### config.mk
export PLATFORM = sky130hd
export DESIGN_NAME = kway_descending_run_merge_unit
export DESIGN_NICKNAME = d
export VERILOG_FILES = /design/src/rtl/kdrm_pkg.sv /design/src/rtl/kway_descending_run_merge_unit.sv
export SDC_FILE = /design/constraint.sdc
export NUM_CORES = 2
export LEC_CHECK = 0
export BUFFER_PORTS_ARGS = -buffer_cell sky130_fd_sc_hd__buf_4
export CAP_MARGIN = 20
export CORE_ASPECT_RATIO = 0.8
export CORE_MARGIN = 1.5
export CORE_UTILIZATION = 32
export CTS_BUF_LIST = sky130_fd_sc_hd__clkbuf_2
export CTS_CLUSTER_SIZE = 25
export DETAILED_ROUTE_END_ITERATION = 10
export PLACE_DENSITY = 0.56
export SYNTH_ARGS = -nofsm -noshare
export SYNTH_HDL_FRONTEND = slang
export SYNTH_SLANG_ARGS = --single-unit
### constraint.sdc
create_clock -name aclk -period 20.2 [get_ports aclk]
set_clock_uncertainty 0.1 [all_clocks]
set_input_delay 0 -clock aclk [delete_from_list [all_inputs] [get_ports aclk]]
set_output_delay 0 -clock aclk [all_outputs]
set_load 0.02 [all_outputs]
### src/rtl/kdrm_pkg.sv
// Package for the k-way descending run merge unit.
// Holds lane counts, field widths, the phase type and the head compare helper.
// No dependencies.
package kdrm_pkg;

    localparam int LANES     = 8;
    localparam int SLOTS     = (LANES < 8) ? LANES : 8;
    localparam int TREE_W    = 8;
    localparam int KEY_W     = 32;
    localparam int HANDLE_W  = 32;
    localparam int LANE_W    = 3;
    localparam int CNT_W     = 4;
    localparam int MASK_W    = 8;
    localparam int S_TDATA_W = 72;
    localparam int M_TDATA_W = 80;

    localparam logic [CNT_W-1:0] LANES_RESET = CNT_W'(2);
    localparam logic [CNT_W-1:0] LANES_MIN   = CNT_W'(2);
    localparam logic [CNT_W-1:0] LANES_MAX   = CNT_W'(SLOTS);

    typedef enum logic [1:0] {
        PH_LOAD  = 2'b01,
        PH_MERGE = 2'b10
    } phase_t;

    typedef struct packed {
        logic              vld;
        logic [KEY_W-1:0]  key;
        logic [LANE_W-1:0] idx;
    } node_t;

    // larger key wins, ties go to the higher lane (hi)
    function automatic node_t pick_head(input node_t lo, input node_t hi);
        node_t r;
        r = lo;
        if (hi.vld && (!lo.vld || !($signed(lo.key) > $signed(hi.key)))) begin
            r = hi;
        end
        return r;
    endfunction

endpackage

### src/rtl/kway_descending_run_merge_unit.sv
// Top level of the k-way descending run merge unit: input register, head store,
// compare tree and result register. Depends on kdrm_pkg.
//
// A result is registered from the item in the input register; in the load phase
// a result is only emitted once every lane in use has loaded its head.
// Throughput: one input item per cycle while the result register is free; the head
// update and the eight-leaf compare tree are combinational between both registers.
// Reset (aresetn low, synchronous): lane count 2, load phase, all lanes active, no
// heads held, both registers empty. A config write re-arms all but the registers.
module kway_descending_run_merge_unit (
    input  logic                            aclk,
    input  logic                            aresetn,
    input  logic                            cfg_wr_en,
    input  logic [kdrm_pkg::CNT_W-1:0]      cfg_wr_data,
    input  logic                            s_tvalid,
    output logic                            s_tready,
    // lane [2:0], in_key [34:3], record_handle [66:35], zero [71:67]
    input  logic [kdrm_pkg::S_TDATA_W-1:0]  s_tdata,
    // present [0]
    input  logic                            s_tuser,
    output logic                            m_tvalid,
    input  logic                            m_tready,
    // out_key [31:0], out_handle [63:32], source_lane [66:64],
    // target_file [69:67], lanes_active [77:70], zero [79:78]
    output logic [kdrm_pkg::M_TDATA_W-1:0]  m_tdata,
    // kind [0]
    output logic                            m_tuser
);
    import kdrm_pkg::*;

    logic [CNT_W-1:0]    lanes_reg;
    logic [CNT_W-1:0]    lane_n;

    logic                in_valid_reg, in_valid_next;
    logic                in_present_reg;
    logic [KEY_W-1:0]    in_key_reg;
    logic [HANDLE_W-1:0] in_handle_reg;

    logic [KEY_W-1:0]    head_key_reg    [SLOTS];
    logic [KEY_W-1:0]    head_key_next   [SLOTS];
    logic [HANDLE_W-1:0] head_handle_reg [SLOTS];
    logic [HANDLE_W-1:0] head_handle_next[SLOTS];
    logic [SLOTS-1:0]    head_valid_reg, head_valid_next;
    logic [MASK_W-1:0]   active_mask_reg, active_mask_next;
    logic [CNT_W-1:0]    load_count_reg, load_count_next;
    logic [KEY_W-1:0]    popped_key_reg, popped_key_next;
    logic [LANE_W-1:0]   popped_lane_reg, popped_lane_next;
    logic [LANE_W-1:0]   target_reg, target_next;
    phase_t              phase_reg, phase_next;

    logic                out_valid_reg, out_valid_next;
    logic                out_load;
    logic                out_kind_next, out_kind_reg;
    logic [KEY_W-1:0]    out_key_next, out_key_reg;
    logic [HANDLE_W-1:0] out_handle_next, out_handle_reg;
    logic [LANE_W-1:0]   out_lane_next, out_lane_reg;
    logic [LANE_W-1:0]   out_target_next, out_target_reg;
    logic [MASK_W-1:0]   out_mask_next, out_mask_reg;

    logic                out_free;
    logic                s_accept;
    logic                step;

    always_comb begin
        if (lanes_reg < LANES_MIN) begin
            lane_n = LANES_MIN;
        end else if (lanes_reg > LANES_MAX) begin
            lane_n = LANES_MAX;
        end else begin
            lane_n = lanes_reg;
        end
    end

    assign out_free = !out_valid_reg || m_tready;
    assign s_tready = !in_valid_reg || out_free;
    assign s_accept = s_tvalid && s_tready;
    assign step     = in_valid_reg && out_free;

    assign in_valid_next = s_accept ? 1'b1 : (step ? 1'b0 : in_valid_reg);

    always_comb begin
        node_t             node [2*TREE_W-1];
        logic [LANE_W-1:0] slot;
        logic              loading;
        logic              write_head;
        logic              emit;
        logic [CNT_W-1:0]  count_inc;
        logic [CNT_W-1:0]  target_inc;

        head_key_next    = head_key_reg;
        head_handle_next = head_handle_reg;
        head_valid_next  = head_valid_reg;
        active_mask_next = active_mask_reg;
        load_count_next  = load_count_reg;
        popped_key_next  = popped_key_reg;
        popped_lane_next = popped_lane_reg;
        target_next      = target_reg;
        phase_next       = phase_reg;

        loading    = (phase_reg == PH_LOAD);
        slot       = loading ? load_count_reg[LANE_W-1:0] : popped_lane_reg;
        count_inc  = load_count_reg + CNT_W'(1);
        target_inc = {1'b0, target_reg} + CNT_W'(1);
        write_head = in_present_reg &&
                     (loading || !($signed(in_key_reg) > $signed(popped_key_reg)));
        emit       = !loading || (count_inc == lane_n);

        if (step) begin
            for (int i = 0; i < SLOTS; i++) begin
                if (slot == LANE_W'(i)) begin
                    if (write_head) begin
                        head_key_next[i]    = in_key_reg;
                        head_handle_next[i] = in_handle_reg;
                        head_valid_next[i]  = 1'b1;
                    end else if (loading) begin
                        head_valid_next[i]  = 1'b0;
                    end
                end
            end
            if (!in_present_reg) begin
                active_mask_next[slot] = 1'b0;
            end
            if (loading) begin
                load_count_next = count_inc;
            end
        end

        for (int j = 0; j < TREE_W; j++) begin
            node[TREE_W-1+j].vld = 1'b0;
            node[TREE_W-1+j].key = '0;
            node[TREE_W-1+j].idx = LANE_W'(j);
            if (j < SLOTS) begin
                node[TREE_W-1+j].vld = head_valid_next[j] && (CNT_W'(j) < lane_n);
                node[TREE_W-1+j].key = head_key_next[j];
            end
        end
        for (int k = TREE_W - 2; k >= 0; k--) begin
            node[k] = pick_head(node[2*k+1], node[2*k+2]);
        end

        out_load        = step && emit;
        out_kind_next   = 1'b1;
        out_key_next    = '0;
        out_handle_next = '0;
        out_lane_next   = '0;
        out_target_next = target_reg;
        out_mask_next   = active_mask_next;

        if (out_load) begin
            if (node[0].vld) begin
                out_kind_next = 1'b0;
                out_key_next  = node[0].key;
                out_lane_next = node[0].idx;
                for (int i = 0; i < SLOTS; i++) begin
                    if (node[0].idx == LANE_W'(i)) begin
                        out_handle_next    = head_handle_next[i];
                        head_valid_next[i] = 1'b0;
                    end
                end
                popped_key_next  = node[0].key;
                popped_lane_next = node[0].idx;
                phase_next       = PH_MERGE;
            end else begin
                target_next     = (target_inc == lane_n) ? '0 : target_inc[LANE_W-1:0];
                load_count_next = '0;
                phase_next      = PH_LOAD;
            end
        end

        out_valid_next = out_load || (out_valid_reg && !m_tready);
    end

    always_ff @(posedge aclk) begin
        if (s_accept) begin
            in_present_reg <= s_tuser;
            in_key_reg     <= s_tdata[34:3];
            in_handle_reg  <= s_tdata[66:35];
        end
        if (out_load) begin
            out_kind_reg   <= out_kind_next;
            out_key_reg    <= out_key_next;
            out_handle_reg <= out_handle_next;
            out_lane_reg   <= out_lane_next;
            out_target_reg <= out_target_next;
            out_mask_reg   <= out_mask_next;
        end
        head_key_reg    <= head_key_next;
        head_handle_reg <= head_handle_next;
        popped_key_reg  <= popped_key_next;
    end

    always_ff @(posedge aclk) begin
        if (!aresetn) begin
            lanes_reg       <= LANES_RESET;
            in_valid_reg    <= 1'b0;
            out_valid_reg   <= 1'b0;
            head_valid_reg  <= '0;
            active_mask_reg <= '1;
            load_count_reg  <= '0;
            popped_lane_reg <= '0;
            target_reg      <= '0;
            phase_reg       <= PH_LOAD;
        end else if (cfg_wr_en) begin
            lanes_reg       <= cfg_wr_data;
            in_valid_reg    <= in_valid_next;
            out_valid_reg   <= out_valid_next;
            head_valid_reg  <= '0;
            active_mask_reg <= '1;
            load_count_reg  <= '0;
            popped_lane_reg <= '0;
            target_reg      <= '0;
            phase_reg       <= PH_LOAD;
        end else begin
            in_valid_reg    <= in_valid_next;
            out_valid_reg   <= out_valid_next;
            head_valid_reg  <= head_valid_next;
            active_mask_reg <= active_mask_next;
            load_count_reg  <= load_count_next;
            popped_lane_reg <= popped_lane_next;
            target_reg      <= target_next;
            phase_reg       <= phase_next;
        end
    end

    assign m_tvalid = out_valid_reg;
    assign m_tuser  = out_kind_reg;
    assign m_tdata  = {2'b00, out_mask_reg, out_target_reg, out_lane_reg,
                       out_handle_reg, out_key_reg};

    a_load_count_in_range: assert property (@(posedge aclk) disable iff (!aresetn)
        phase_reg == PH_LOAD |-> load_count_reg < lane_n)
        else $error("load count reached the lane count in the load phase");

    a_popped_lane_in_range: assert property (@(posedge aclk) disable iff (!aresetn)
        phase_reg == PH_MERGE |-> {1'b0, popped_lane_reg} < lane_n)
        else $error("popped lane outside the lanes in use");

    a_heads_within_lanes: assert property (@(posedge aclk) disable iff (!aresetn)
        (head_valid_reg >> lane_n) == '0)
        else $error("head held on a lane beyond the lanes in use");

    a_mask_only_clears: assert property (@(posedge aclk)
        aresetn && $past(aresetn) && !$past(cfg_wr_en)
        |-> (active_mask_reg & ~$past(active_mask_reg)) == '0)
        else $error("active mask bit set again without a re-arm");

    a_result_needs_transfer: assert property (@(posedge aclk) disable iff (!aresetn)
        out_load |-> in_valid_reg && out_free)
        else $error("result loaded without an input item in the register");

endmodule
==> results by group <==
Run status
  • Status: complete, no violations

Pwr
  • VDD IR max: approximately 0.033 mV
  • Pwr/cell area: 72.3 nW/um^2
  • Static Leak: a little over 20 nW

Detailed routing
  • Post-DRT Antenna Nets: 0
  • # DRC: 0
  • Vias: 28600
  • DRT Pass-1 Iters: 7
  • Routed WL per cell: around 20 um
  • DR iter-0 viols: 2070
  • DR vias/cell: between 5 and 6
  • Final wirelength: ~110000 um

Layout
  • Syn-to-layout area delta: 19.1%
  • Share of layout cells above drive strength 1: between 20% and 30%
  • FF+latch area: 16200 sq um
  • Area of the multi-input gates: around 18000 sq um
  • Non-filler instance count after layout: ~5600
  • # fillers: approximately 11000
  • Layout Nets: 4294
  • Final instance area: 43100 sq um

Die
  • I/O pin count: about 170
  • Std-Cell Core Area: 112000 sq um
  • Die area: between 100000 and 150000 sq um
  • Die width: around 380 um
  • Initial Utilization: 32.2%
  • # rows: 110
  • Die height: about 300 um

Yosys
  • Number of synthesized flops with an enable pin: ~180
  • Post-synth ARST share: 0%
  • Cell Area, Synth: around 36000 sq um
  • FF+latch count, synth: slightly above 700
  • Seq/Total Area, Yosys: 44.8%
  • Synth Warn #: 0
  • Post-synth top flop: dfxtp_1
  • Post-synthesis cell count: approximately 3500
  • Syn_area_per_cell: approximately 10 sq um
  • Number of distinct library cells after synthesis: 82

Placement
  • Cell Area, Placed: approximately 39000 sq um
  • HPWL Detailed: ~74000 um
  • Gpl congestion: between 0.8 and 0.9
  • Inst Count DP: 5034
  • I/O Buffers: ~150

Critical path
  • CP endpoint kind: flop
  • Slowest-stage cell, CP: nor4_1
  • Crit path max fanout: 33
  • WP data arrival: between 15 and 20 ns
  • Critical path class: flop to flop
  • Setup crit start kind: flop
  • Worst path required time: 21.38 ns
  • CP most frequent cell: nor2_1
  • CP max stage delay: about 0.9 ns
  • Reg2reg setup slack: roughly 3 ns
  • Reg2Reg Launch Point: in_key_reg[30]$_DFFE_PP_
  • Reg-to-reg endpoint: out_handle_reg[18]$_SDFFCE_PN0P_
  • R2R depth: 46

Clock tree
  • H-Tree Depth: 4
  • CTS buffer count: 195
  • Clock Path Buffers: 3
  • CTS sink cnt: 722
  • Clk root buf: clkbuf_2
  • Clock Latency Late Sink: 1.52 ns
  • Clock transition at the registers of the reported paths: around 0.11 ns
  • CTS tree: built

Hold path
  • Worst hold-check path type: input pin to flop
  • Hold Crit Start: s_tvalid
  • Hold EP: in_present_reg$_DFFE_PP_
  • Hold path depth: 4

STA
  • Final TNS setup: 0 ns
  • Count of pins over their slew limit: 0
  • Max frequency: between 0.05 and 0.06 GHz
  • Fin. Hold Viols: 0
  • Clock period minus worst slack: ~17 ns
  • Slew of the pin with the lowest slew margin: ~1.2 ns
  • Slew HR: 19.8%
  • Final setup viols: 0
  • Final period utilization: between 80% and 90%
  • RSZ-0062 raised after global routing: no

GRT
  • Initial antenna violation count: 5
  • GRT Total Usage: between 10% and 20%
  • First-pass GRT wire length: approximately 170000 um
  • Overflow after GRT: 0
  • Largest net degree at the start of global routing: about 70
  • Vias in the first global route: around 28000

Job
  • Max Cap Violations: 0
==> worst max-delay path, delay by kind of cell, from the launching register on <==
kind	cells	cell delay, ns
xor+xnor	1	0.25
simple gates	16	5.29
fa+ha+maj	4	1.44
flops	1	0.64
compound gates	17	5.74
mux	4	2.55
buf+inv	4	0.99
==> repair_timing <==
item / in CTS / in global routing
hold buffers: 235 / 0
resized for setup: 0 / 0
setup buffers: 0 / 0
endpoints found under the hold margin: 396 / 0
==> per-layer routing <==
layer  up-vias  routed length [um]  global-route usage [%]
li1      13700                   -                       -
met1     13900               54700                    28.0
met2       873               48500                    29.1
met3       176                7120                    3.66
met4         2                2600                    6.35
met5         -                   8                       0
==> layout make-up <==
type,count,share of cell area (%)
multi-input cells,2323,42.1
clock buffers,306,3.56
well taps,1512,4.39
clock inverters,66,0.857
flip-flops and latches,722,37.7
repair buffers,441,9.07
diodes,1,0.00581
inverters,271,2.36
==> worst max path at each step <==
stage	endpoint	depth (start not counted)	startpoint	slack, ns
2_1_floorplan	out_handle_reg[10]$_SDFFCE_PN0P_	48	in_key_reg[30]$_DFFE_PP_	8.82
3_3_place_gp	out_handle_reg[16]$_SDFFCE_PN0P_	46	in_key_reg[30]$_DFFE_PP_	3.37
3_5_place_dp	out_handle_reg[16]$_SDFFCE_PN0P_	46	in_key_reg[29]$_DFFE_PP_	3.34
4_1_cts	out_handle_reg[20]$_SDFFCE_PN0P_	46	in_key_reg[30]$_DFFE_PP_	3.30
5_1_grt	out_handle_reg[20]$_SDFFCE_PN0P_	45	in_key_reg[30]$_DFFE_PP_	2.65
6_report	out_handle_reg[18]$_SDFFCE_PN0P_	46	in_key_reg[30]$_DFFE_PP_	2.96
==> metrics by stage <==
step / hold slack [ns] / total power [mW] / util, % / setup WS (ns)
floorplan: -0.0381 / 1.87 / - / 8.82
global placement: 0.0792 / 2.01 / 34.6 / 3.37
detailed placement: 0.0792 / 2.01 / 34.6 / 3.34
CTS: 0.00759 / 3.15 / 38.3 / 3.30
global route: 0.0703 / 3.29 / 38.3 / 2.65
finish: 0.159 / 3.11 / 38.3 / 2.96
==> power by group <==
part | switching (mW) | internal (mW) | leakage (nW)
Clock | 0.673 | 0.422 | 1.44
Combinational | 0.236 | 0.200 | 13.1
Sequential | 0.0376 | 1.55 | 6.09
==> synthesized netlist by cell type, types with 10 or more instances <==
cell / number / area share, %
a21oi_1: 134 / 1.9
nand4_1: 48 / 0.83
nor3_1: 38 / 0.53
nand2_1: 342 / 3.6
o31ai_1: 67 / 1.4
inv_1: 270 / 2.8
nand3b_1: 34 / 0.71
o211ai_1: 57 / 1.2
a32o_1: 31 / 0.86
buf_1: 16 / 0.17
o21ai_0: 71 / 0.98
a211o_1: 15 / 0.36
a211oi_1: 16 / 0.33
a31oi_1: 10 / 0.17
o22ai_1: 66 / 1.1
or2_2: 36 / 0.62
nor2b_1: 22 / 0.38
or3_1: 42 / 0.73
nor2_1: 163 / 1.7
mux2i_1: 242 / 6.7
dfxtp_1: 546 / 30
o2111ai_1: 32 / 0.78
buf_2: 65 / 0.90
o21a_1: 15 / 0.31
and2_1: 37 / 0.64
clkbuf_1: 117 / 1.2
nand2b_1: 23 / 0.40
nand3_1: 30 / 0.42
a32oi_1: 29 / 0.70
ha_1: 258 / 8.9
a21o_1: 38 / 0.79
mux2_4: 16 / 0.66
edfxtp_1: 176 / 15
mux2_2: 298 / 9.3
==> cells in the final DEF, fill, tap and decap left out, drive strengths merged, types with 22 or more instances in the layout <==
master and count:
ha 258, clkinv 58, dfxtp 546, nand2 342, and2 38, or2 37
a32oi 30, edfxtp 176, mux2 314, mux2i 243, nor3 39, clkbuf 306
nand3b 34, o31ai 71, o211ai 59, nor2 163, buf 206, o22ai 66
nand4 48, nand3 30, nor2b 22, nand2b 23, dlygate4sd3 235, or3 42
o21ai 74, inv 279, a21o 38, a21oi 137, o2111ai 32, a32o 31
==> kinds of logic after synthesis <==
logic type / count (synthesis) / share of synthesized area [%]
multiplexers: 557 / 16.7
other: 1 / 0.0104
XOR/XNOR: 11 / 0.266
flip-flops: 722 / 44.8
AO/OA/AOI/OAI: 649 / 12.7
AND/OR/NAND/NOR: 846 / 11.2
buffers and inverters: 481 / 5.37
adder cells (fa/ha/maj): 258 / 8.93
Note: power is estimated with default switching activity, not from simulation.
